### src/design/les_pkg.sv
// ----------------------------------------------------------------------------
// les_pkg
// Shared widths, register indexes, reset values, the configuration bundle
// and the three-way minimum of the largest empty square finder.
// ----------------------------------------------------------------------------
package les_pkg;

  // Field widths of the request and result channels.
  localparam int BYTE_W    = 8;
  localparam int SIZE_W    = 11;
  localparam int POS_W     = 10;
  localparam int CFG_LEN_W = 11;

  // Register port geometry: three 32-bit registers at byte addresses 0, 4, 8.
  localparam int DATA_W = 32;
  localparam int ADDR_W = 4;
  localparam int IDX_W  = 2;

  // Register indexes.
  typedef enum logic [IDX_W-1:0] {
    REG_OBSTACLE_CHAR = 2'd0,
    REG_ROW_LENGTH    = 2'd1,
    REG_ROW_COUNT     = 2'd2
  } les_reg_idx_t;

  // Reset values of the registers.
  localparam logic [BYTE_W-1:0]    OBSTACLE_RST   = 8'd111;
  localparam logic [CFG_LEN_W-1:0] ROW_LENGTH_RST = 11'd1024;
  localparam logic [CFG_LEN_W-1:0] ROW_COUNT_RST  = 11'd1024;

  // Effective configuration seen by the scan datapath (lengths clamped).
  typedef struct packed {
    logic [BYTE_W-1:0]    obstacle_char;
    logic [CFG_LEN_W-1:0] cols;
    logic [CFG_LEN_W-1:0] rows;
  } les_cfg_t;

  // Smallest of three square sizes.
  function automatic logic [SIZE_W-1:0] min3(input logic [SIZE_W-1:0] a,
                                             input logic [SIZE_W-1:0] b,
                                             input logic [SIZE_W-1:0] c);
    logic [SIZE_W-1:0] m;
    m = (a < b) ? a : b;
    return (m < c) ? m : c;
  endfunction

endpackage

### src/design/les_cfg.sv
// ----------------------------------------------------------------------------
// les_cfg
// APB-style register file for the obstacle byte and the map dimensions.
// Presents the dimensions clamped to the supported range.
// ----------------------------------------------------------------------------
module les_cfg #(
  parameter int MAX_COLS = 1024,
  parameter int MAX_ROWS = 1024
) (
  input  logic                          clk,
  input  logic                          rst_n,
  input  logic                          psel,
  input  logic                          penable,
  input  logic                          pwrite,
  input  logic [les_pkg::ADDR_W-1:0]    paddr,
  input  logic [les_pkg::DATA_W-1:0]    pwdata,
  output logic [les_pkg::DATA_W-1:0]    prdata,
  output logic                          pready,
  output les_pkg::les_cfg_t             cfg
);

  import les_pkg::*;

  localparam logic [CFG_LEN_W-1:0] MAX_COLS_L = CFG_LEN_W'(MAX_COLS);
  localparam logic [CFG_LEN_W-1:0] MAX_ROWS_L = CFG_LEN_W'(MAX_ROWS);

  logic [BYTE_W-1:0]    obstacle_r;
  logic [CFG_LEN_W-1:0] row_length_r;
  logic [CFG_LEN_W-1:0] row_count_r;
  les_reg_idx_t         reg_idx;
  logic                 wr_en;

  assign reg_idx = les_reg_idx_t'(paddr[ADDR_W-1:2]);
  assign wr_en   = psel && penable && pwrite && pready;
  assign pready  = 1'b1;

  // Register writes; the unused index is ignored.
  always_ff @(posedge clk) begin
    if (!rst_n) begin
      obstacle_r   <= OBSTACLE_RST;
      row_length_r <= ROW_LENGTH_RST;
      row_count_r  <= ROW_COUNT_RST;
    end else if (wr_en) begin
      unique case (reg_idx)
        REG_OBSTACLE_CHAR: obstacle_r   <= pwdata[BYTE_W-1:0];
        REG_ROW_LENGTH:    row_length_r <= pwdata[CFG_LEN_W-1:0];
        REG_ROW_COUNT:     row_count_r  <= pwdata[CFG_LEN_W-1:0];
        default: ;
      endcase
    end
  end

  // Read-back of the raw register values.
  always_comb begin
    unique case (reg_idx)
      REG_OBSTACLE_CHAR: prdata = DATA_W'(obstacle_r);
      REG_ROW_LENGTH:    prdata = DATA_W'(row_length_r);
      REG_ROW_COUNT:     prdata = DATA_W'(row_count_r);
      default:           prdata = '0;
    endcase
  end

  // A length of zero acts as one, and a length above the maximum as the maximum.
  always_comb begin
    cfg.obstacle_char = obstacle_r;
    if (row_length_r == '0) begin
      cfg.cols = CFG_LEN_W'(1);
    end else if (32'(row_length_r) > MAX_COLS) begin
      cfg.cols = MAX_COLS_L;
    end else begin
      cfg.cols = row_length_r;
    end
    if (row_count_r == '0) begin
      cfg.rows = CFG_LEN_W'(1);
    end else if (32'(row_count_r) > MAX_ROWS) begin
      cfg.rows = MAX_ROWS_L;
    end else begin
      cfg.rows = row_count_r;
    end
  end

endmodule

### config.mk
export PLATFORM = sky130hd
export DESIGN_NAME = les_cfg
export DESIGN_NICKNAME = d
export VERILOG_FILES = /design/src/design/les_pkg.sv /design/src/design/les_cfg.sv
export SDC_FILE = /design/constraint.sdc
export NUM_CORES = 1
export LEC_CHECK = 0
export ABC_AREA = 0
export BUFFER_PORTS_ARGS = -buffer_cell sky130_fd_sc_hd__buf_2
export CORE_AREA = 2 2 71 73
export CTS_CLUSTER_SIZE = 10
export DETAILED_ROUTE_END_ITERATION = 8
export DIE_AREA = 0 0 73 75
export PLACE_DENSITY = 0.7
export SLEW_MARGIN = 10
export SYNTH_ARGS = -nofsm -noshare
export SYNTH_HDL_FRONTEND = slang
export SYNTH_SLANG_ARGS = --single-unit
### constraint.sdc
create_clock -name clk -period 0.9 [get_ports clk]
set_input_delay 0.135 -clock clk [delete_from_list [all_inputs] [get_ports clk]]
set_output_delay 0.135 -clock clk [all_outputs]
set_load 0.1 [all_outputs]
; ---- Word level (Yosys, flattened, before mapping)
; Cells that the tools add are included.
[totals]
ram_bits = 0
register_bits = 30
rom_bits = 0
in_bits = 41
out_inout_bits = 63
n_memories = 0
latchBits = 0
[classes]
div = 0
shifts = 0
n_lt_le_gt_ge = 2
n_eq_ne = 2
muxes = 5
bitwise = 0
multipliers = 0
reduce_logical = 8
n_addsub = 0
[op_table]
columns = cell, count
row1 = $mux 11, 4
row2 = $pmux 11 s3, 1
row3 = $gt 11x11->1 const B, 2
row4 = $logic_not 11->1, 2
row5 = $reduce_and 2->1, 3
row6 = $eq 2x1->1 const B, 1
row7 = $eq 2x2->1 const B, 1
row8 = $logic_and 1x1->1, 2
row9 = $logic_not 2->1, 1

; ---- Depth between registers and ports, before layout
[logic_depth]
depth_word = 3
depth_mapped = 4
ltp_nobuf = 3

; ---- Worst setup path after synthesis
; OpenSTA, ideal clock, no wires.
[synth_path]
path_kind = register to output
startpoint = register obstacle_r[0]
endpoint = output port prdata[0] (netlist bit)
arrival_time_ps = 3232
required_time_ps = 765
path_stages_with_launch = 3
path_slack_ps = -2467
n_path_buf = 0
path_cell_list = dfxtp_1 > mux2i_1 > o21ai_0
[synth_via]
elab_chain_cells = 1
[synth_lines]
columns = item, line
row1 = start: declaration, les_cfg.sv:27  ; logic [BYTE_W-1:0] obstacle_r;
row2 = start signal: assignment, les_cfg.sv:45  ; REG_OBSTACLE_CHAR: obstacle_r <= pwdata[BYTE_W-1:0];
row3 = $pmux 11 s3, les_cfg.sv:55  ; unique case (reg_idx)
row4 = end: declaration, les_cfg.sv:17  ; output logic [les_pkg::DATA_W-1:0] prdata,
; No other way between the ends.

==> results.py <==
metrics = {
    "floorplanning": {
        "die_area_sq_mm": 0.00548,
        "num_rows": 25,
        "io_pins": 104,
        "die_x_um": 73,
        "die_h_um": 75,
        "initial_utilization_pct": 38.3,
        "core_area_sq_mm": 0.00466,
    },
    "finish": {
        "drive_above_1_share_pct": 63.8,
        "finalInstanceArea_sq_mm": 0.00378,
        "area_growth_pct": 112,
        "nets": 347,
        "fill_cells": 240,
        "finalNonFillerCells": 361,
        "antenna_cells": 0,
        "final_util_pct": 81.2,
    },
    "grt": {
        "gr-usage-met1_pct": 26.8,
        "use_met3_pct": 4.95,
        "top_usage_layer": "met2",
        "grt_max_degree": 36,
        "gr-total-overflow": 0,
        "antenna_found_initial": 0,
        "use_met2_pct": 41.0,
        "grt_pass1_wl_um": 9340,
        "track_usage_pct": 23.1,
        "grt_pass1_vias": 1876,
    },
    "worst_hold_path": {
        "hold_path_class": "primary input to register",
        "hp-start": "pwdata[10]",
    },
    "sta": {
        "max_freq_mhz": 636,
        "setup_slack_ns": -0.671,
        "fin_skew_ns": 0,
        "setup-violations-final": 41,
        "whs_ns": 0.119,
        "hold_violations": 0,
        "finalCritPeriodShare_pct": 175,
        "finalCriticalPeriod_ns": 1.57,
        "drv_slew": 0,
        "rsz0062_at_grt": "true",
    },
    "logic_synthesis": {
        "synth_top_area_share_pct": 33.7,
        "yosys_most_used_dff": "dfxtp_1",
        "synth-seq-cells": 30,
        "avgSynthCellArea_sq_um": 8.61,
        "synthTopCellsByCount": "nand2_1 (40), mux2i_1 (38), nor2b_1 (33)",
        "ys_seq_area_share_pct": 33.7,
        "synthCells": 207,
        "ys_types": 21,
        "synthArstFlopShare_pct": 0,
        "yosysWarnings": 0,
        "synth_area_leader_cell": "dfxtp_1",
        "yosysMostFrequentCell": "nand2_1",
        "synth_area_leaders": "dfxtp_1 (34%), mux2i_1 (21%), nor2b_1 (12%)",
        "syn_area_sq_mm": 0.00178,
        "synth_enable_flop_cells": 0,
    },
    "worst_setup_path": {
        "cp_max_fo": 2,
        "r2r_cells": 4,
        "regToRegSetupSlack_ns": 0.04,
        "worstPathCellList": "nor4_4 > a31oi_2 > nor2_4 > buf_12",
        "end_kind": "primary output",
        "startpoint_type": "register",
        "cp_slowest_cell": "dfxtp_2",
        "r2r_end": "row_count_r[1]$_SDFFE_PN0P_",
        "rr_startpoint": "row_count_r[1]$_SDFFE_PN0P_",
        "slowest_delay_ns": 0.33,
        "crit_start": "row_length_r[6]$_SDFFE_PN0P_",
        "crit_end": "cfg[11]",
        "path_class": "register to primary output",
        "cp.required_ns": 0.76,
        "arrival_ns": 1.44,
    },
    "run": {
        "max_cap_viol_count": 0,
    },
    "cts": {
        "cts.sinks": 30,
        "cts_buffers": 5,
        "insertion_delay_ns": 0.29,
        "cts_tree": "built",
        "postCtsHoldBufs": 0,
        "cts_root_buffer": "clkbuf_8",
        "cts.clk_slew.worst_paths_ns": 0.07,
        "clk_path_buf_depth": 2,
        "cts_htree_levels": 2,
    },
    "place": {
        "dpl-instance-area_sq_mm": 0.00343,
        "dp_hpwl_um": 4280,
        "place_worst_setup_slack_ns": -0.382,
        "port_buffers": 58,
        "place_inst": 345,
        "gp_congestion": 0.782,
    },
    "routing": {
        "viasPerCell": 4.96,
        "wire_per_inst_um": 18.1,
        "ant_nets": 0,
        "routed_wl_um": 6530,
        "drc": 2,
        "dr.pass1.iters": 6,
        "drt_iter0_drc": 86,
        "num_vias": 1789,
    },
    "pwr": {
        "ir_drop_mv": 0.723,
        "p_per_area_mw_per_mm2": 963,
        "p_leak_nw": 1.46,
    },
    "status": {
        "violations": "design-rule violations, negative setup slack",
        "status": "finished, violations left",
    },
}
worst max-delay path, delay by kind of cell (launching register included):
| kind | cells | cell delay (ns) |
|---|---|---|
| simple gates | 2 | 0.45 |
| flops | 1 | 0.33 |
| buf+inv | 1 | 0.18 |
| compound gates | 1 | 0.18 |
flip-flops by register name, summed over array words and instances, names as in the netlist:
signal / cells
row_count_r: 11
row_length_r: 11
obstacle_r: 8
layout make-up:
| cell class | count | area, sq um | share of cell area, % |
|---|---|---|---|
| clock buffers | 6 | 72.6 | 1.92 |
| clock inverters | 2 | 10.0 | 0.264 |
| multi-input cells | 162 | 1480 | 39.1 |
| flip-flops and latches | 30 | 674 | 17.8 |
| well taps | 54 | 67.6 | 1.79 |
| repair buffers | 107 | 1480 | 39.1 |
through the flow:
step                setup TNS (ns)  power, mW
finish                      -13.89       3.65
global route                -14.99       3.74
CTS                         -13.77       3.62
detailed placement          -11.72       2.57
global placement            -10.27       2.56
floorplan                   -10.06       2.35
power by group:
part | switching, mW | internal, mW
registers | 0.0223 | 1.31
clock network | 0.524 | 0.535
logic | 0.891 | 0.368
kinds of logic after synthesis:
| group | count (synthesis) | share of synthesized area, % |
|---|---|---|
| other | 2 | 0.421 |
| AND/OR/NAND/NOR | 88 | 26.3 |
| multiplexers | 38 | 21.3 |
| buffers and inverters | 36 | 13.8 |
| flip-flops | 30 | 33.7 |
| AO/OA/AOI/OAI | 13 | 4.42 |
cell usage in the layout (no fill, tap or decap), drive strengths merged, types with 3 or more instances in the layout:
cell type / instances
conb: 22
nand2: 40
mux2i: 38
a22o: 3
dfxtp: 30
and2b: 3
o21ai: 8
clkbuf: 7
buf: 106
nor3: 3
nor2: 4
nor2b: 33
timing repair:
action,CTS,global route
pin swaps,13,4
endpoints found under the setup margin,42,51
gates cloned,0,1
setup buffers,4,8
resized for setup,40,27
routing by layer:
metal | share of wire [%] | vias to the layer above | routed length (um)
met4 | 2.6 | 0 | 167
met1 | 42 | 874 | 2710
li1 | - | 840 | -
met3 | 4.0 | 13 | 261
met2 | 52 | 62 | 3380
met5 | 0 | - | 0
worst min-delay path by stage:
stage                                    end  slack (ns)  cells after the start
3_3_place_gp      obstacle_r[3]$_SDFFE_PN1P_        0.40                      3
5_1_grt        row_length_r[10]$_SDFFE_PN1P_        0.14                      3
2_1_floorplan   row_length_r[1]$_SDFFE_PN0P_        0.29                      2
4_1_cts         row_length_r[2]$_SDFFE_PN0P_        0.12                      3
6_report       row_length_r[10]$_SDFFE_PN1P_        0.12                      3
3_5_place_dp   row_length_r[10]$_SDFFE_PN1P_        0.42                      3
(Power assumes the default switching activity.)
